==> src/hdl/ncr_pkg.sv <==
// Shared types, command codes and constants of the node command responder.
package ncr_pkg;

	localparam logic [7:0] FRAME_START = 8'hAA;
	localparam logic [7:0] FRAME_END   = 8'h55;

	localparam logic [7:0] OP_SET_MODE   = 8'h01;
	localparam logic [7:0] OP_STATUS_REQ = 8'h02;
	localparam logic [7:0] OP_SET_ALERT  = 8'h03;
	localparam logic [7:0] OP_BUZZ_ON    = 8'h05;
	localparam logic [7:0] OP_BUZZ_OFF   = 8'h06;
	localparam logic [7:0] OP_STATUS_RPT = 8'h10;
	localparam logic [7:0] OP_MODE_ACK   = 8'h12;
	localparam logic [7:0] OP_HEARTBEAT  = 8'h13;

	localparam logic [7:0] MODE_LOCAL     = 8'd2;
	localparam logic [7:0] ALERT_HIGH_LVL = 8'd3;

	localparam logic        ACTION_PACKET = 1'b0;
	localparam logic        ACTION_TICK   = 1'b1;

	localparam logic [15:0] TIMEOUT_RESET = 16'd5000;

	// Payload lengths carried by reply frames
	localparam logic [2:0]  LEN_ONE  = 3'd1;
	localparam logic [2:0]  LEN_FOUR = 3'd4;

	// Last byte position of the longest frame
	localparam logic [3:0]  MAX_BYTE_IDX = 4'd8;

	localparam int unsigned NCR_QUEUE_DEPTH = 4;

	typedef struct packed {
		logic        action;
		logic [7:0]  command;
		logic [7:0]  length;
		logic [7:0]  first_data;
		logic [31:0] now_ms;
	} in_item_t;

	typedef struct packed {
		logic [7:0] frame_byte;
		logic       byte_valid;
		logic       last;
		logic [7:0] mode;
		logic [7:0] alert;
		logic       buzzer;
		logic       connected;
	} out_item_t;

	typedef struct packed {
		logic [7:0] mode;
		logic [7:0] alert;
		logic       buzzer;
		logic       connected;
	} node_status_t;

	// One reply job handed from the classifier to the serializer
	typedef struct packed {
		logic            has_frame;
		logic [7:0]      op;
		logic [2:0]      n;
		logic [3:0][7:0] data;
		logic [7:0]      crc;
		node_status_t    status;
	} frame_desc_t;

endpackage

==> src/hdl/ncr_front.sv <==
// Command classifier: accepts items, updates node state, builds reply jobs.
module ncr_front import ncr_pkg::*; (
	input  logic        clk,
	input  logic        arst_n,
	input  logic        cfg_we,
	input  logic [15:0] cfg_data,
	input  logic        in_valid,
	output logic        in_ready,
	input  in_item_t    in_data,
	input  logic        queue_full,
	output logic        push,
	output frame_desc_t push_desc
);

	logic [7:0]  mode_q, mode_d;
	logic [7:0]  alert_q, alert_d;
	logic        buzzer_q, buzzer_d;
	logic [15:0] uptime_q, uptime_d;
	logic [31:0] last_pkt_q, last_pkt_d;
	logic        alive_q, alive_d;
	logic [15:0] timeout_q;
	logic [31:0] elapsed;
	logic        timed_out;
	frame_desc_t desc;

	function automatic logic follow_alert(input logic [7:0] lvl, input logic cur);
		logic res;
		res = cur;
		if (lvl <= 8'd1)
			res = 1'b0;
		else if (lvl inside {8'd3, 8'd4})
			res = 1'b1;
		return res;
	endfunction

	assign in_ready = !queue_full;
	assign push     = in_valid && in_ready;

	assign elapsed   = in_data.now_ms - last_pkt_q;
	assign timed_out = elapsed > {16'd0, timeout_q};

	always_comb begin
		mode_d     = mode_q;
		alert_d    = alert_q;
		buzzer_d   = buzzer_q;
		uptime_d   = uptime_q;
		last_pkt_d = last_pkt_q;
		alive_d    = alive_q;
		desc       = '0;
		if (in_data.action == ACTION_PACKET) begin
			last_pkt_d = in_data.now_ms;
			case (in_data.command)
				OP_SET_MODE: begin
					if (in_data.length != 8'd0) begin
						mode_d         = in_data.first_data;
						desc.has_frame = 1'b1;
						desc.op        = OP_MODE_ACK;
						desc.n         = LEN_ONE;
						desc.data[0]   = in_data.first_data;
					end
				end
				OP_STATUS_REQ: begin
					desc.has_frame = 1'b1;
					desc.op        = OP_STATUS_RPT;
					desc.n         = LEN_FOUR;
					desc.data[0]   = mode_q;
					desc.data[1]   = alert_q;
					desc.data[2]   = uptime_q[7:0];
					desc.data[3]   = uptime_q[15:8];
				end
				OP_SET_ALERT: begin
					if (in_data.length != 8'd0) begin
						alert_d  = in_data.first_data;
						buzzer_d = follow_alert(in_data.first_data, buzzer_q);
					end
				end
				OP_BUZZ_ON:  buzzer_d = 1'b1;
				OP_BUZZ_OFF: buzzer_d = 1'b0;
				default: ;
			endcase
		end else begin
			uptime_d       = uptime_q + 16'd1;
			desc.has_frame = 1'b1;
			desc.op        = OP_HEARTBEAT;
			desc.n         = LEN_ONE;
			desc.data[0]   = mode_q;
			if (timed_out) begin
				alive_d = 1'b0;
				// Fall back to local autonomy once; leave alert alone if already local
				if (mode_q != MODE_LOCAL) begin
					mode_d   = MODE_LOCAL;
					alert_d  = ALERT_HIGH_LVL;
					buzzer_d = follow_alert(ALERT_HIGH_LVL, buzzer_q);
				end
			end else begin
				alive_d = 1'b1;
			end
		end
		desc.crc = desc.op ^ {5'd0, desc.n} ^ desc.data[0] ^ desc.data[1]
			^ desc.data[2] ^ desc.data[3];
		desc.status.mode      = mode_d;
		desc.status.alert     = alert_d;
		desc.status.buzzer    = buzzer_d;
		desc.status.connected = alive_d;
	end

	assign push_desc = desc;

	always_ff @(posedge clk or negedge arst_n) begin
		if (!arst_n) begin
			mode_q     <= '0;
			alert_q    <= '0;
			buzzer_q   <= 1'b0;
			uptime_q   <= '0;
			last_pkt_q <= '0;
			alive_q    <= 1'b0;
			timeout_q  <= TIMEOUT_RESET;
		end else begin
			if (cfg_we)
				timeout_q <= cfg_data;
			if (push) begin
				mode_q     <= mode_d;
				alert_q    <= alert_d;
				buzzer_q   <= buzzer_d;
				uptime_q   <= uptime_d;
				last_pkt_q <= last_pkt_d;
				alive_q    <= alive_d;
			end
		end
	end

	a_uptime_tick: assert property (@(posedge clk) disable iff (!arst_n)
		push && in_data.action == ACTION_TICK |=> uptime_q == $past(uptime_q) + 16'd1)
		else $error("uptime did not advance on tick");

	a_uptime_hold: assert property (@(posedge clk) disable iff (!arst_n)
		!push |=> $stable(uptime_q) && $stable(mode_q) && $stable(alert_q))
		else $error("node state changed without a transfer");

	a_timeout_local: assert property (@(posedge clk) disable iff (!arst_n)
		push && in_data.action == ACTION_TICK && timed_out
		|=> mode_q == MODE_LOCAL && !alive_q)
		else $error("timeout did not force local mode");

endmodule

==> src/hdl/ncr_queue.sv <==
// Short job queue between the classifier and the frame serializer.
module ncr_queue import ncr_pkg::*; #(
	parameter int unsigned DEPTH = NCR_QUEUE_DEPTH
) (
	input  logic        clk,
	input  logic        arst_n,
	input  logic        push,
	input  frame_desc_t push_desc,
	output logic        full,
	input  logic        pop,
	output frame_desc_t head,
	output logic        head_valid
);

	localparam int unsigned PW = (DEPTH > 1) ? $clog2(DEPTH) : 1;
	localparam int unsigned CW = $clog2(DEPTH + 1);

	frame_desc_t    slot_q [DEPTH];
	logic [PW-1:0]  wr_ptr_q, rd_ptr_q;
	logic [CW-1:0]  count_q;

	function automatic logic [PW-1:0] advance(input logic [PW-1:0] ptr);
		logic [PW-1:0] res;
		if (ptr == PW'(DEPTH - 1))
			res = '0;
		else
			res = ptr + PW'(1);
		return res;
	endfunction

	assign full       = count_q == CW'(DEPTH);
	assign head_valid = count_q != '0;
	assign head       = slot_q[rd_ptr_q];

	always_ff @(posedge clk) begin
		if (push)
			slot_q[wr_ptr_q] <= push_desc;
	end

	always_ff @(posedge clk or negedge arst_n) begin
		if (!arst_n) begin
			wr_ptr_q <= '0;
			rd_ptr_q <= '0;
			count_q  <= '0;
		end else begin
			if (push)
				wr_ptr_q <= advance(wr_ptr_q);
			if (pop)
				rd_ptr_q <= advance(rd_ptr_q);
			case ({push, pop})
				2'b10:   count_q <= count_q + CW'(1);
				2'b01:   count_q <= count_q - CW'(1);
				default: count_q <= count_q;
			endcase
		end
	end

	a_no_overflow: assert property (@(posedge clk) disable iff (!arst_n)
		count_q <= CW'(DEPTH))
		else $error("queue count beyond depth");

	a_no_pop_empty: assert property (@(posedge clk) disable iff (!arst_n)
		pop |-> head_valid)
		else $error("pop from empty queue");

	a_no_push_full: assert property (@(posedge clk) disable iff (!arst_n)
		push |-> !full)
		else $error("push into full queue");

endmodule

==> src/hdl/ncr_back.sv <==
// Frame serializer: walks each reply job and emits one byte per transfer, or one status-only result.
module ncr_back import ncr_pkg::*; (
	input  logic        clk,
	input  logic        arst_n,
	input  frame_desc_t head,
	input  logic        head_valid,
	output logic        pop,
	output logic        out_valid,
	input  logic        out_ready,
	output out_item_t   out_data
);

	logic [3:0] idx_q;
	logic       out_valid_q;
	out_item_t  out_q;
	logic [3:0] n_ext, crc_idx, end_idx, data_off;
	logic [7:0] byte_sel;
	logic       last_byte;
	logic       load;

	assign n_ext    = {1'b0, head.n};
	assign crc_idx  = n_ext + 4'd3;
	assign end_idx  = n_ext + 4'd4;
	assign data_off = idx_q - 4'd3;

	always_comb begin
		if (idx_q == 4'd0)
			byte_sel = FRAME_START;
		else if (idx_q == 4'd1)
			byte_sel = head.op;
		else if (idx_q == 4'd2)
			byte_sel = {5'd0, head.n};
		else if (idx_q == crc_idx)
			byte_sel = head.crc;
		else if (idx_q == end_idx)
			byte_sel = FRAME_END;
		else
			byte_sel = head.data[data_off[1:0]];
	end

	assign last_byte = head.has_frame ? (idx_q == end_idx) : 1'b1;
	// Refill the output register whenever a job is at the head and the register is empty or being drained
	assign load      = head_valid && (!out_valid_q || out_ready);
	assign pop       = load && last_byte;

	always_ff @(posedge clk) begin
		if (load) begin
			out_q.frame_byte <= head.has_frame ? byte_sel : 8'd0;
			out_q.byte_valid <= head.has_frame;
			out_q.last       <= last_byte;
			out_q.mode       <= head.status.mode;
			out_q.alert      <= head.status.alert;
			out_q.buzzer     <= head.status.buzzer;
			out_q.connected  <= head.status.connected;
		end
	end

	always_ff @(posedge clk or negedge arst_n) begin
		if (!arst_n) begin
			idx_q       <= '0;
			out_valid_q <= 1'b0;
		end else begin
			if (load)
				out_valid_q <= 1'b1;
			else if (out_ready)
				out_valid_q <= 1'b0;
			if (load)
				idx_q <= last_byte ? 4'd0 : idx_q + 4'd1;
		end
	end

	assign out_valid = out_valid_q;
	assign out_data  = out_q;

	a_idx_range: assert property (@(posedge clk) disable iff (!arst_n)
		idx_q <= MAX_BYTE_IDX)
		else $error("byte index past end of longest frame");

	a_mid_frame_head: assert property (@(posedge clk) disable iff (!arst_n)
		idx_q != 4'd0 |-> head_valid && head.has_frame)
		else $error("frame in progress without a job at the head");

	a_status_only_last: assert property (@(posedge clk) disable iff (!arst_n)
		out_valid_q && !out_q.byte_valid |-> out_q.last && out_q.frame_byte == 8'd0)
		else $error("status-only result not marked last");

	a_end_byte: assert property (@(posedge clk) disable iff (!arst_n)
		out_valid_q && out_q.byte_valid && out_q.last |-> out_q.frame_byte == FRAME_END)
		else $error("frame did not close with end byte");

endmodule

==> src/hdl/node_command_responder_core.sv <==
// Node command responder top level: classifier, job queue and frame serializer.
//
// Usage: the input channel (in_valid/in_ready/in_data) carries one decoded host
// packet or one-second tick per transfer. The output channel (out_valid/
// out_ready/out_data) carries one frame byte per transfer, or a single
// status-only result (byte_valid low) for commands that send no reply.
// Every result carries the node status after its item, and last marks the
// final result of that item. cfg_we writes cfg_data into the link timeout.
// The first result of an item is registered in the job queue and then in the
// output register. The serializer emits one byte per cycle while out_ready is
// high, so an item yields 9 results (status report), 6 (ack or heartbeat) or 1
// (no frame) at the output port; the classifier takes one item per cycle
// until the QUEUE_DEPTH job queue fills. Reset clears the node state, loads a
// link timeout of 5000 ms and empties the queue and output register. When
// the receiver stalls, the current byte holds in the output register, the
// queue fills, and in_ready drops once it is full.
module node_command_responder_core import ncr_pkg::*; #(
	parameter int unsigned QUEUE_DEPTH = NCR_QUEUE_DEPTH
) (
	input  logic        clk,
	input  logic        arst_n,
	input  logic        cfg_we,
	input  logic [15:0] cfg_data,
	input  logic        in_valid,
	output logic        in_ready,
	input  in_item_t    in_data,
	output logic        out_valid,
	input  logic        out_ready,
	output out_item_t   out_data
);

	logic        push, pop, queue_full, head_valid;
	frame_desc_t push_desc, head;

	ncr_front u_front (
		.clk        (clk),
		.arst_n     (arst_n),
		.cfg_we     (cfg_we),
		.cfg_data   (cfg_data),
		.in_valid   (in_valid),
		.in_ready   (in_ready),
		.in_data    (in_data),
		.queue_full (queue_full),
		.push       (push),
		.push_desc  (push_desc)
	);

	ncr_queue #(
		.DEPTH (QUEUE_DEPTH)
	) u_queue (
		.clk        (clk),
		.arst_n     (arst_n),
		.push       (push),
		.push_desc  (push_desc),
		.full       (queue_full),
		.pop        (pop),
		.head       (head),
		.head_valid (head_valid)
	);

	ncr_back u_back (
		.clk        (clk),
		.arst_n     (arst_n),
		.head       (head),
		.head_valid (head_valid),
		.pop        (pop),
		.out_valid  (out_valid),
		.out_ready  (out_ready),
		.out_data   (out_data)
	);

endmodule
==> config.mk <==
export PLATFORM = sky130hd
export DESIGN_NAME = node_command_responder_core
export DESIGN_NICKNAME = d
export VERILOG_FILES = /design/src/hdl/ncr_pkg.sv /design/src/hdl/ncr_front.sv /design/src/hdl/ncr_queue.sv /design/src/hdl/ncr_back.sv /design/src/hdl/node_command_responder_core.sv
export SDC_FILE = /design/constraint.sdc
export NUM_CORES = 1
export LEC_CHECK = 0
export BUFFER_PORTS_ARGS = -buffer_cell sky130_fd_sc_hd__buf_2
export CORE_MARGIN = 5
export CORE_UTILIZATION = 50
export CTS_CLUSTER_SIZE = 10
export DETAILED_ROUTE_END_ITERATION = 7
export PLACE_DENSITY = 0.68
export SYNTH_ARGS = -nofsm -noshare
export SYNTH_HDL_FRONTEND = slang
export SYNTH_SLANG_ARGS = --single-unit
export TNS_END_PERCENT = 1
==> constraint.sdc <==
create_clock -name clk -period 7 [get_ports clk]
set_input_delay 2.1 -clock clk [delete_from_list [all_inputs] [get_ports clk]]
set_output_delay 2.1 -clock clk [all_outputs]
set_load 0.02 [all_outputs]
; ---- Word level (Yosys, flattened, before mapping)
; Memories as Yosys holds them, arrays and structs flattened.
; Cells that the tools add are included.
[totals]
elab_cells = 116
ramBits = 280
memories = 1
regBits = 122
inputBits = 78
[mem_list]
columns = name, depth, word_bits, rd, rd_ports_with_merged_regs, write_ports, line
row1 = u_queue.slot_q, 4, 70, 1, 0, 1, ncr_queue.sv:18  ; frame_desc_t slot_q [DEPTH];
[op_classes]
eq_ne = 17
bitwise = 7
addsub = 10
n_lt_le_gt_ge = 3
muxes = 43
reduce_logical = 15
[op_table]
columns = op, n
row1 = 8-bit 2-to-1 mux, 18
row2 = 24-bit 2-to-1 mux, 2
row3 = 32-bit by 16-bit > comparator with 1-bit output, 1
row4 = 32-bit subtractor, 1
row5 = 8-bit XOR, 4
row6 = "8-bit by 2-bit equality test with 1-bit output, second input constant", 3
row7 = "8-bit by 3-bit equality test with 1-bit output, second input constant", 3
row8 = 12-bit 2-to-1 mux, 2
row9 = 12-bit one-hot mux with 2 select lines, 1
row10 = "16-bit by 1-bit adder with 16-bit output, second input constant", 1
row11 = 8-bit binary-select mux with 2-bit select, 1
row12 = 8-bit one-hot mux with 2 select lines, 1
row13 = 1-bit 2-to-1 mux, 13
row14 = 4-bit equality test, 2
row15 = "8-bit by 1-bit equality test with 1-bit output, second input constant", 1
row16 = "8-bit by 1-bit less-or-equal comparator with 1-bit output, second input constant", 1
row17 = "8-bit by 2-bit != test with 1-bit output, second input constant", 1
row18 = 8-bit nonzero test, 1
row19 = 8-bit by 3-bit XOR with 8-bit output, 1
row20 = "2-bit equality test, second input constant", 3
row21 = 3-bit one-hot mux with 2 select lines, 1
row22 = 2-bit nonzero test, 3
row23 = "2-bit by 1-bit adder with 2-bit output, second input constant", 2
row24 = "3-bit by 2-bit adder with 4-bit output, second input constant", 1
row25 = 21 further kinds, 27

; ---- Logic depth before layout (Yosys ltp)
; Gate-level depths: netlist (run 1).
[logic_depth]
ltp_word = 9
ltp_mapped = 20

; ---- Hierarchy
; A second synthesis (run 1) with hierarchy kept.
[unflattened]
hier_cells = 1376
area_unflattened_um2 = 19379.8
[modules_own_cells]
columns = module, area_per_inst_um2, cells_each, seq_area_each_um2, n_inst
row1 = ncr_queue, 10597.7, 405, 8583.2, 1
row2 = ncr_front, 6901.6, 823, 2058.2, 1
row3 = ncr_back, 1880.6, 148, 965.9, 1

; ---- Least setup slack after synthesis (run 1)
; OpenSTA, ideal clock, no wires.
[synth_timing]
path_type = in2reg
from = in in_data[0] in the netlist's numbering
to = mem u_queue.slot_q[0][1] in the netlist's numbering, data pin
arrival_ns = 5.978
n_path_buf = 0
stages = 20
slack_ns = 0.730
cell_sequence = inv_1 > ha_1 > fa_1 > nor2b_1 > o2111ai_1 > a21oi_1 > nor2b_1 > o21ai_0 > xor2_1 > ha_1 > nand4_1 > nor2_1 > a221oi_1 > nor3b_1 > o22a_1 > o2111ai_1 > or4_4 > nor4b_4 > or2_2 > a31oi_1
[synth_lines]
columns = item, line
row1 = "start, declared", node_command_responder_core.sv:26  ; input in_item_t in_data,
row2 = "end, declared", ncr_queue.sv:18

==> results of run 1 <==
## kinds of logic (layout without fill, tap and decap cells)
kind of cell,after synthesis,in the layout,share of synthesized area [%]
compound gates,255,255,9.244
xor+xnor,65,65,3.238
fa+ha+maj,61,61,4.426
buf+inv,124,274,2.740
flops,370,370,60.55
mux,98,98,10.54
simple gates,338,338,9.258
## state kept, by name, summed over array words and instances, names as in the netlist
register and cells:
u_front.alert_q 8, u_front.last_pkt_q 32, u_front.uptime_q 16, u_queue.wr_ptr_q 2
u_front.buzzer_q 1, u_queue.slot_q 248, u_back.out_valid 1, u_front.mode_q 8
u_front.timeout_q 16, u_front.alive_q 1, u_back.out_data 28, u_queue.count_q 3
u_back.idx_q 4, u_queue.rd_ptr_q 2
## metrics by stage
| step | cell area [um^2] | setup WS (ps) | utilization [%] | total power [mW] |
|---|---|---|---|---|
| 2_1_floorplan | 17580 | 730.5 | - | 5.463 |
| 3_3_place_gp | 18600 | 349.6 | 53.73 | 6.237 |
| 3_5_place_dp | 18600 | 196.7 | 53.73 | 6.302 |
| 4_1_cts | 19910 | 768.2 | 57.50 | 8.390 |
| 5_1_grt | 19910 | 420.2 | 57.50 | 8.830 |
| 6_report | 19910 | 726.5 | 57.50 | 8.314 |
## layout make-up
| class | instances | share of cell area, % |
|---|---|---|
| clock buffer | 77 | 6.252 |
| tap | 455 | 2.859 |
| inverter | 71 | 1.338 |
| sequential | 370 | 53.49 |
| timing repair buffer | 122 | 3.267 |
| multi-input combinational | 817 | 32.47 |
| clock inverter | 4 | 0.3205 |
## worst min-delay path, stage by stage, from the launching register on
cell and delay [ps]:
dfrtp_1 340, nand2_1 50, nand2_1 50
## how the worst max path moves through the flow
| stage | start | end | slack (ps) |
|---|---|---|---|
| floorplan | in_data[0] | u_queue.slot_q[0][1] | 730 |
| detailed placement | in_data[0] | u_queue.slot_q[0][1] | 200 |
| global route | in_data[0] | u_queue.slot_q[1][5] | 420 |
| global placement | in_data[0] | u_queue.slot_q[0][1] | 350 |
| finish | in_data[0] | u_queue.slot_q[0][1] | 730 |
| CTS | in_data[0] | u_queue.slot_q[0][1] | 770 |
## layout by cell type, fill, tap and decap left out, types with 5 or more instances in the layout
cell,n
ha_1,59
nand2b_1,13
nand2_1,128
nand3_1,23
a22oi_1,7
a31oi_1,8
and2_1,27
o21a_1,15
o211ai_1,5
dfrtp_1,87
nor3_1,23
o22ai_1,10
nor2_1,62
mux2i_1,22
nor2b_1,9
nor4_1,7
mux2_2,7
or3_1,6
o21ai_0,81
nor3b_1,6
xor2_1,18
a22o_1,9
edfxtp_1,276
inv_1,71
clkbuf_1,31
mux4_2,69
o2bb2ai_1,7
clkbuf_16,44
a21oi_1,56
nand4_1,17
a21o_1,14
xnor2_1,47
a31o_2,7
dfstp_2,5
buf_4,16
buf_2,106
## cells in the mapped netlist, drive strengths merged, types with 23 or more instances
| cell type | instances | share of area [%] |
|---|---|---|
| edfxtp | 276 | 47 |
| nand2 | 128 | 2.7 |
| dfrtp | 89 | 13 |
| o21ai | 83 | 2.4 |
| inv | 71 | 1.5 |
| mux4 | 69 | 8.8 |
| nor2 | 64 | 1.4 |
| ha | 59 | 4.2 |
| a21oi | 57 | 1.6 |
| xnor2 | 47 | 2.3 |
| clkbuf | 41 | 0.88 |
| and2 | 27 | 0.96 |
| nand3 | 23 | 0.65 |
| nor3 | 23 | 0.65 |
## metal layers
metal | vias up | share of wire (%) | wire length (um) | global-route usage (%)
li1 | 5181 | - | - | -
met5 | - | 0 | 0 | 0
met1 | 5465 | 43 | 16660 | 26.64
met2 | 295 | 49 | 19050 | 33.54
met3 | 63 | 5.2 | 2008 | 3.428
met4 | 0 | 2.1 | 824 | 4.871
## power by group
group | internal (mW) | switching, mW | leakage, nW | total, mW
sequential | 3.01 | 0.299 | 3.80 | 3.31
clock | 1.24 | 0.833 | 0.623 | 2.07
combinational | 1.24 | 1.70 | 3.22 | 2.94
total | 5.49 | 2.83 | 7.64 | 8.31
==> out/summary.txt, run 1 <==
=======================================================================================
Die span in y                                                                  197.5 um
Buffering stage count on the worst path with inverters included                       3
Delay-heaviest family, CP                                                  simple AND/OR/NAND/NOR gates
FMAX                                                                          159.4 MHz
Slew Limit Headroom                                                              23.67%
Number of violations reported at the end of detailed-routing iteration 0            759
Total DRC errors in the routed layout                                                 0
CTS tree                                                                          built
Vias                                                                              11000
Die area                                                                     39010 um^2
Slowest cell on the critical path                                                 or4_4
Final hold violations                                                                 0
Ports placed on the boundary                                                        108
Area growth from synthesis to layout                                             13.26%
Kind of end point of the critical path                                         register
Average size of a mapped cell                                                13.41 um^2
Ratio of routed vias to standard cells                                            5.743
GRT Util Overall                                                                 19.69%
Part of the Yosys area used for sequential elements                              60.55%
Startpoint of the tightest hold check path                                 u_front.alive_q
Transition time of the tightest slew-check pin                                  1145 ps
Final count of negative-setup-slack endpoints                                         0
Clk pin slew, worst setup/hold paths                                              50 ps
Initial Utilization                                                              50.77%
Number of distinct library cells after synthesis                                     69
Max-cap violations                                                                    0
Power per cell area                                                        417.5 nW/um^2
Detail Route Antenna Nets                                                             0
Skew final                                                                     18.90 ps
TritonCTS buffer count                                                               44
Number of buffer cells added on primary ports                                       107
Area taken by multi-input logic gates                                         6466 um^2
Core region area                                                             34630 um^2
Cells traversed along the worst timing path                                buf_2 > inv_1 > ha_1 > fa_1 > nor2b_1 > o2111ai_1 > a21oi_1 > nor2b_1 > o21ai_0 > xor2_1 > ha_1 > nand4_1 > nor2_1 > a221oi_1 > nor3b_1 > o22a_1 > o2111ai_1 > or4_4 > nor4b_4 > buf_4 > or2_2 > a31oi_1
Required time at the worst-slack endpoint                                       7230 ps
Buffers inserted by post-CTS timing repair                                            0
Detail Placement HPWL                                                          25.96 mm
Share of synthesized flip-flops with an asynchronous set or reset                25.41%
Sum of negative setup slack                                                        0 ps
Synthesized instance count                                                         1311
Proportion of layout cells with a drive suffix above 1                           18.82%
Post-route insts no fill                                                           1916
Largest stage delay on the critical path                                         560 ps
Path type of the worst min-delay path                                        reg -> reg
TritonCTS sink count                                                                370
Hold buffer count at cts                                                              0
Maximum number of pins on one net before global-route repair                         63
Post_cts resized                                                                      0
Insertion delay to the later sink of the worst-skew pair                         540 ps
Total of fill cells in the finished design                                         2755
Static power due to leakage                                                    7.640 nW
Final critical delay including setup and external delays                        6274 ps
Area used by sequential logic in the layout                                  10650 um^2
H-tree depth reported by CTS                                                          2
Final worst path period share                                                    89.62%
Final Wtd Congestion                                                             0.9018
DP Cell Count                                                                      1835
Worst-case vdd ir drop                                                        0.3286 mV
Slew Limit Fails                                                                      0
Endpoint of the most critical register-to-register path                    u_queue.slot_q[0][1]
Global-route wire length before repair                                         60.83 mm
Maximum clock path buffer count                                                       3
Number of enable-type register cells in the synthesized netlist                     276
Cell area after technology mapping                                           17580 um^2
Worst hold path depth                                                                 2
Avg WL per Cell                                                                20.12 um
Net count of the mapped netlist                                                    1450
Total number of yosys warnings                                                        0
Crit path DAT                                                                   6510 ps
Antenna violations before repair                                                      0
Number of global-route vias before repair                                         11140
Setup repair after global routing missed its margin                               false
R2R cell count                                                                       20
Die X-Extent                                                                   197.5 um
Flip-flop and latch count after synthesis                                           370
Startpoint of the lowest-slack register-to-register path                   u_front.last_pkt_q[0]
Routed wire length                                                             38.55 mm
Antenna fix cells                                                                     0
Critical Path Start Type                                                   primary input
Status                                                                     complete, no violations
Primary flip-flop cell chosen by synthesis mapping                             edfxtp_1
Setup slack on the worst flop-to-flop path                                      2030 ps
Max FO, Critical Path                                                                 9
Net count reported at finish                                                       1565
Destination of the worst hold path                                         u_front.alive_q
Initial DRT Pass Iterations                                                           5
Final hold slack                                                               473.4 ps
Type of the worst setup path                                                  in -> reg
Cell chosen for the clock root                                                clkbuf_16
Site Rows                                                                            68
Instance count on the critical path                                                  22
Total gr overflow                                                                     0
=======================================================================================
Power figures use the tool's default switching activity.
==> inputs of run 2 (changes only) <==
--- a/config.mk
+++ b/config.mk
@@ -5,12 +5,13 @@
 export SDC_FILE = /design/constraint.sdc
 export NUM_CORES = 1
 export LEC_CHECK = 0
+export ABC_AREA = 1
 export BUFFER_PORTS_ARGS = -buffer_cell sky130_fd_sc_hd__buf_2
 export CORE_MARGIN = 5
 export CORE_UTILIZATION = 50
 export CTS_CLUSTER_SIZE = 10
 export DETAILED_ROUTE_END_ITERATION = 7
-export PLACE_DENSITY = 0.68
+export PLACE_DENSITY = 0.65
 export SYNTH_ARGS = -nofsm -noshare
 export SYNTH_HDL_FRONTEND = slang
 export SYNTH_SLANG_ARGS = --single-unit
==> run 2 against run 1 <==
Compared with the run above:
- the flow now finishes with violations (design-rule violations)
- non-clock buffer count increased by 7
- flip-flop and latch count is the same
- core utilization fell by 0.31 points
- count of clock-buffer cells in the layout fell by 4
- critical path depth is 3 higher
- setup slack better by 1200 ps
- largest cell class unchanged
- critical path type unchanged
- routed wire length increased by 20%
- power grew 5.3%
- critical endpoint is now u_queue.slot_q[2][3]
- via count increased by 26%
- combinational power is 17% higher
- synthesized area grew 5.4%
==> out/summary.txt, run 2 <==
=======================================================================================
Final hold violations                                                                 0
Part of the Yosys area used for sequential elements                              57.47%
Hold buffer count at cts                                                              0
FMAX                                                                          196.5 MHz
Largest register by flop count                                             u_queue.slot_q
Insertion delay to the later sink of the worst-skew pair                         570 ps
Skew final                                                                     21.47 ps
Ratio of routed vias to standard cells                                            5.353
Final count of negative-setup-slack endpoints                                         0
Area post-placement                                                          19600 um^2
Average size of a mapped cell                                                9.324 um^2
Cell chosen for the clock root                                                clkbuf_16
R2R cell count                                                                       15
Antenna violations before repair                                                      0
Vias                                                                              13920
Max-cap violations                                                                    0
Maximum clock path buffer count                                                       3
Transition time of the tightest slew-check pin                                  1037 ps
Final worst path period share                                                    72.72%
Die X-Extent                                                                   202.5 um
Yosys top cell by area                                                         edfxtp_1
Slew Limit Headroom                                                              30.83%
Dominant cells by area after synthesis                                     edfxtp_1, dfrtp_1, nand2_1, inv_1, nor2_1
Flip-flop count of the largest register after layout                                248
Number of enable-type register cells in the synthesized netlist                     276
GRT Util Overall                                                                 22.42%
Power per cell area                                                        418.0 nW/um^2
Path type of the worst min-delay path                                        reg -> reg
Cell area after technology mapping                                           18530 um^2
Maximum number of pins on one net before global-route repair                         79
Net count reported at finish                                                       2237
Slew Limit Fails                                                                      0
Startpoint of the tightest hold check path                                 u_front.uptime_q[14]
Synthesized instance count                                                         1987
Buffers inserted by post-CTS timing repair                                            0
Routed wire length                                                             46.33 mm
Antenna fix cells                                                                     0
Total DRC errors in the routed layout                                                 9
Global-route wire length before repair                                         72.88 mm
Die span in y                                                                  202.5 um
Total gr overflow                                                                     0
Kind of end point of the critical path                                         register
Synth top area share                                                             44.74%
Final critical delay including setup and external delays                        5090 ps
Violations in the final reports                                            design-rule violations
Destination of the worst hold path                                         u_front.uptime_q[14]
Required time at the worst-slack endpoint                                       7300 ps
TritonCTS buffer count                                                               44
Flip-flop and latch count after synthesis                                           370
Setup repair after global routing missed its margin                               false
Post_cts resized                                                                      0
Static power due to leakage                                                    9.295 nW
Final Wtd Congestion                                                             0.9235
Initial Utilization                                                              50.60%
Proportion of layout cells with a drive suffix above 1                           10.98%
Number of global-route vias before repair                                         13580
CTS tree                                                                          built
Initial DRT Pass Iterations                                                           8
Crit path DAT                                                                   5390 ps
Status                                                                     complete, but fails checks
Avg WL per Cell                                                                17.82 um
Detail Route Antenna Nets                                                             0
Primary flip-flop cell chosen by synthesis mapping                             edfxtp_1
Share of synthesized flip-flops with an asynchronous set or reset                25.41%
Utilization after layout                                                         57.19%
Finished layout cell area                                                    20940 um^2
Net count of the mapped netlist                                                    2126
Startpoint of the lowest-slack register-to-register path                   u_queue.rd_ptr_q[0]
Top post-synthesis cells by count                                          nand2_1, edfxtp_1, inv_1
Site Rows                                                                            70
TritonCTS sink count                                                                370
Max FO, Critical Path                                                                10
Number of buffer cells added on primary ports                                       107
Setup slack on the worst flop-to-flop path                                      2020 ps
H-tree depth reported by CTS                                                          2
Critical Path Start Type                                                   primary input
Worst-case vdd ir drop                                                        0.2142 mV
Ports placed on the boundary                                                        108
Most frequent cells in the layout                                          nand2_1, edfxtp_1, inv_1
Number of violations reported at the end of detailed-routing iteration 0           1029
Most common cell after layout, fill and taps aside                              nand2_1
Sum of negative setup slack                                                        0 ps
Worst hold path depth                                                                 1
Total number of yosys warnings                                                        0
Die area                                                                     41000 um^2
Core region area                                                             36610 um^2
Type of the worst setup path                                                  in -> reg
Endpoint of the most critical register-to-register path                    u_back.out_data[20]
Detail Placement HPWL                                                          31.17 mm
Number of distinct library cells after synthesis                                     51
Most frequently used cell type in the post-synthesis netlist                    nand2_1
Area growth from synthesis to layout                                             13.02%
Clk pin slew, worst setup/hold paths                                              60 ps
=======================================================================================
-- run 2: final cells by class --
class,count,area (um^2)
Clock buffer,73,1251
Multi-Input combinational cell,1307,6730
Inverter,246,924.6
Clock inverter,7,92.59
Timing Repair Buffer,129,703.2
Sequential cell,370,10650
Tap cell,468,585.6
Fill cell,3203,15670
-- run 2: worst max path at each step --
stage | from | endpoint | slack (ps) | cells after the start
floorplan | in_valid | u_queue.slot_q[0][0] | 1450 | 3
global placement | in_data[0] | u_queue.slot_q[0][3] | 1410 | 28
detailed placement | in_data[0] | u_queue.slot_q[3][3] | 1340 | 28
CTS | in_data[0] | u_queue.slot_q[2][3] | 1930 | 28
global route | in_data[7] | u_queue.slot_q[2][3] | 1520 | 26
finish | in_data[5] | u_queue.slot_q[2][3] | 1910 | 25
-- run 2: worst max-delay path, stage by stage --
cell	delay (ps)
buf_2	110
ha_1	360
nand2_1	190
inv_1	80
a21oi_1	180
nand2_2	100
nand2_1	70
nand2_1	80
xor2_1	170
ha_1	300
nand2_1	70
nor2_1	180
nand2_1	80
nor2_1	150
nand4_1	110
o21ai_0	160
nand3_1	130
nor2_1	110
nand2_1	70
nor2_2	110
nand2_2	100
nand2_4	160
nand2_1	70
nand2_1	70
nand2_2	80
-- run 2: cells by family (layout without fill, tap and decap cells) --
group,after synthesis,in the layout,synth area share [%]
compound gates,320,320,9.732
xor+xnor,56,56,2.647
fa+ha+maj,61,61,4.201
buf+inv,310,455,6.463
flops,370,370,57.47
mux,2,2,0.1216
simple gates,868,868,19.37
-- run 2: where the power goes --
part | internal, mW | switching (mW)
combinational | 1.06 | 2.38
sequential | 2.97 | 0.223
clock | 1.26 | 0.861
total | 5.29 | 3.47
-- run 2: per-stage QoR --
step                      power [mW]  std cells  hold slack (ps)  worst slack [ps]
after detailed placement       6.681       2520            463.9              1340
final                          8.753       2600            482.4              1910
after global placement         6.621       2520            457.1              1415
after global routing           9.385       2600            503.3              1520
after floorplan                5.578       1987            441.6              1449
after CTS                      8.817       2600            475.4              1926
-- run 2: routing by layer --
layer	wire length (um)	GRT usage, %	up-vias
met5	0	0	-
met4	1179	6.426	0
met3	2733	3.817	71
met2	22850	38.16	388
met1	19560	29.91	6613
li1	-	-	6846
==> inputs of run 3 (changes only) <==
--- a/config.mk
+++ b/config.mk
@@ -5,13 +5,13 @@
 export SDC_FILE = /design/constraint.sdc
 export NUM_CORES = 1
 export LEC_CHECK = 0
-export ABC_AREA = 1
+export ABC_AREA = 0
 export BUFFER_PORTS_ARGS = -buffer_cell sky130_fd_sc_hd__buf_2
 export CORE_MARGIN = 5
 export CORE_UTILIZATION = 50
 export CTS_CLUSTER_SIZE = 10
 export DETAILED_ROUTE_END_ITERATION = 7
-export PLACE_DENSITY = 0.65
+export PLACE_DENSITY = 0.66
 export SYNTH_ARGS = -nofsm -noshare
 export SYNTH_HDL_FRONTEND = slang
 export SYNTH_SLANG_ARGS = --single-unit
==> constraint.sdc (replaced) <==
create_clock -name clk -period 5.32 [get_ports clk]
set_input_delay 1.596 -clock clk [delete_from_list [all_inputs] [get_ports clk]]
set_output_delay 1.596 -clock clk [all_outputs]
set_load 0.02 [all_outputs]
==> run 3 against run 2 <==
Compared with the run above:
- the run now ends clean
- setup slack got worse by 1800 ps
- routed wire length shrank 16%
- flip-flop and latch count unchanged
- global-route usage down 2.3 points
- via count down 20%
- power increased by 28%
- final area down 2.2%
- critical path type unchanged
- largest cell class unchanged
- largest power group is now sequential cells
- highest routed layer unchanged
==> out/summary.txt, run 3 (synthesized netlist as in run 1, its figures left out) <==
=======================================================================================
H-tree depth reported by CTS                                                          2
Maximum clock path buffer count                                                       3
Sequential share of power                                                         38.6%
Die X-Extent                                                                   197.5 um
Avg WL per Cell                                                                19.75 um
Finished layout cell area                                                    20470 um^2
Die area                                                                     39010 um^2
Status                                                                     complete, no violations
Slowest cell on the critical path                                                 or4_4
Buffering stage count on the worst path with inverters included                       3
Path type of the worst min-delay path                                        reg -> reg
Setup slack on the worst flop-to-flop path                                       920 ps
Required time at the worst-slack endpoint                                       5580 ps
Area growth from synthesis to layout                                             16.42%
Insertion delay to the later sink of the worst-skew pair                         540 ps
Number of buffer cells added on primary ports                                       107
Instance count on the critical path                                                  22
Sw Share                                                                         34.10%
Initial Utilization                                                              50.77%
Power per cell area                                                        548.7 nW/um^2
Startpoint of the lowest-slack register-to-register path                   u_front.last_pkt_q[0]
Relative contribution of combinational cells to total power                       37.3%
Crit path DAT                                                                   5460 ps
Max-cap violations                                                                    0
GRT Util Overall                                                                 20.09%
Area post-placement                                                          19040 um^2
Start point of the critical path                                             in_data[0]
Type of the worst setup path                                                  in -> reg
Sum of negative setup slack                                                        0 ps
Share of power burned in the clock network                                        24.1%
Final count of negative-setup-slack endpoints                                         0
Setup repair after global routing missed its margin                                true
Detail Route Antenna Nets                                                             0
Proportion of layout cells with a drive suffix above 1                           23.42%
Final Wtd Congestion                                                             0.9242
Total Power                                                                    11.23 mW
Global-route wire length before repair                                         62.25 mm
R2R cell count                                                                       20
TritonCTS sink count                                                                370
Endpoint of the most critical register-to-register path                    u_queue.slot_q[2][1]
Ports placed on the boundary                                                        108
Critical Path Start Type                                                   primary input
FMAX                                                                          192.1 MHz
Slew Limit Fails                                                                      0
Cell chosen for the clock root                                                clkbuf_16
Slew Limit Headroom                                                              33.41%
Number of violations reported at the end of detailed-routing iteration 0            693
Net count reported at finish                                                       1620
Detail Placement HPWL                                                          26.63 mm
Cells traversed along the worst timing path                                buf_2 > inv_1 > ha_2 > fa_2 > nor2b_4 > o2111ai_4 > a21oi_2 > nor2b_1 > o21ai_1 > xor2_1 > ha_1 > nand4_1 > nor2_2 > a221oi_2 > nor3b_2 > o22a_1 > o2111ai_2 > or4_4 > nor4b_4 > buf_6 > or2_4 > a31oi_4
Skew final                                                                     14.27 ps
Most frequent cells in the layout                                          edfxtp_1, nand2_1, buf_2
Antenna fix cells                                                                     0
Transition time of the tightest slew-check pin                                 998.9 ps
Total gr overflow                                                                     0
Final hold violations                                                                 0
Startpoint of the tightest hold check path                                 u_back.out_valid
Flip-flop count of the largest register after layout                                248
Net switching power of the design                                              3.830 mW
Largest stage delay on the critical path                                         460 ps
Delay-heaviest family, CP                                                  simple AND/OR/NAND/NOR gates
Clk pin slew, worst setup/hold paths                                              50 ps
Largest register by flop count                                             u_queue.slot_q
Initial DRT Pass Iterations                                                           5
Final critical delay including setup and external delays                        5207 ps
Ratio of routed vias to standard cells                                            5.666
P_int                                                                          7.402 mW
Kind of end point of the critical path                                         register
Antenna violations before repair                                                      0
Die span in y                                                                  197.5 um
Vias                                                                              11170
Number of global-route vias before repair                                         11340
Static power due to leakage                                                    7.919 nW
Max FO, Critical Path                                                                 8
Final worst path period share                                                    97.87%
Most common cell after layout, fill and taps aside                             edfxtp_1
Site Rows                                                                            68
Routed wire length                                                             38.93 mm
Worst setup endpoint                                                       u_queue.slot_q[2][1]
Maximum number of pins on one net before global-route repair                         63
CTS tree                                                                          built
Core region area                                                             34630 um^2
Worst-case vdd ir drop                                                        0.4354 mV
TritonCTS buffer count                                                               44
Total DRC errors in the routed layout                                                 0
=======================================================================================
run 3: changes by cell type in the layout (fill, tap and decap cells not counted), sizes merged, moves of 33 or more:
cell / delta
o21ai: -60
buf: +48
mux4: +69
xnor2: +33
nand2: -372
inv: -172
nor2: -182
a21oi: -44
nand3: -46
run 3: power by group through the flow:
stage / registers, mW / logic, mW / clock network, mW
floorplan: 4.35 / 2.85 / 0
global placement: 4.36 / 4.04 / 0
detailed placement: 4.39 / 4.12 / 0
CTS: 4.34 / 4.13 / 2.77
global route: 4.41 / 4.61 / 2.91
finish: 4.33 / 4.19 / 2.71
run 3: worst min-delay path by stage:
stage | endpoint | cells past startpoint
after detailed placement | u_front.alive_q | 2
final | u_back.out_valid | 2
after global routing | u_front.alive_q | 2
after global placement | u_back.out_valid | 2
after floorplan | u_front.alive_q | 2
after CTS | u_front.alive_q | 2
run 3: routing by layer:
layer	global-route usage, %	part of all wire [%]	vias up
met5	0	0	-
met4	6.070	2.5	0
met3	2.882	4.6	68
met2	34.07	50	282
met1	27.23	43	5548
li1	-	-	5270
run 3: timing repair:
action / 4_1_cts / 5_1_grt
gates resized for setup: 1 / 24
setup buffers: 0 / 1
hold buffers: 0 / 0
endpoints found under the setup margin: 4 / 90
pin swaps: 0 / 7
run 3: area by class of cell:
| type | count | area (um^2) |
|---|---|---|
| fillers | 2699 | 14160 |
| flip-flops and latches | 370 | 10650 |
| multi-input cells | 817 | 6605 |
| clock buffers | 75 | 1227 |
| repair buffers | 177 | 1080 |
| well taps | 455 | 569.3 |
| inverters | 71 | 266.5 |
| clock inverters | 6 | 70.07 |
run 3: tightest hold or removal path, cell delays in order, from the launching register on:
cell	delay, ps
dfrtp_1	350
nand2_1	60
nand2_1	40
run 3: metrics by stage:
stage,setup slack [ps],hold slack (ps),utilization (%),std cells
after floorplan,-167.9,434.8,-,1311
after global placement,-437.4,467.9,54.99,1889
after detailed placement,-566.2,472.5,54.99,1889
after CTS,0.7461,485.5,58.75,1970
after global routing,-119.4,509.1,59.11,1971
final,113.1,485.7,59.11,1971
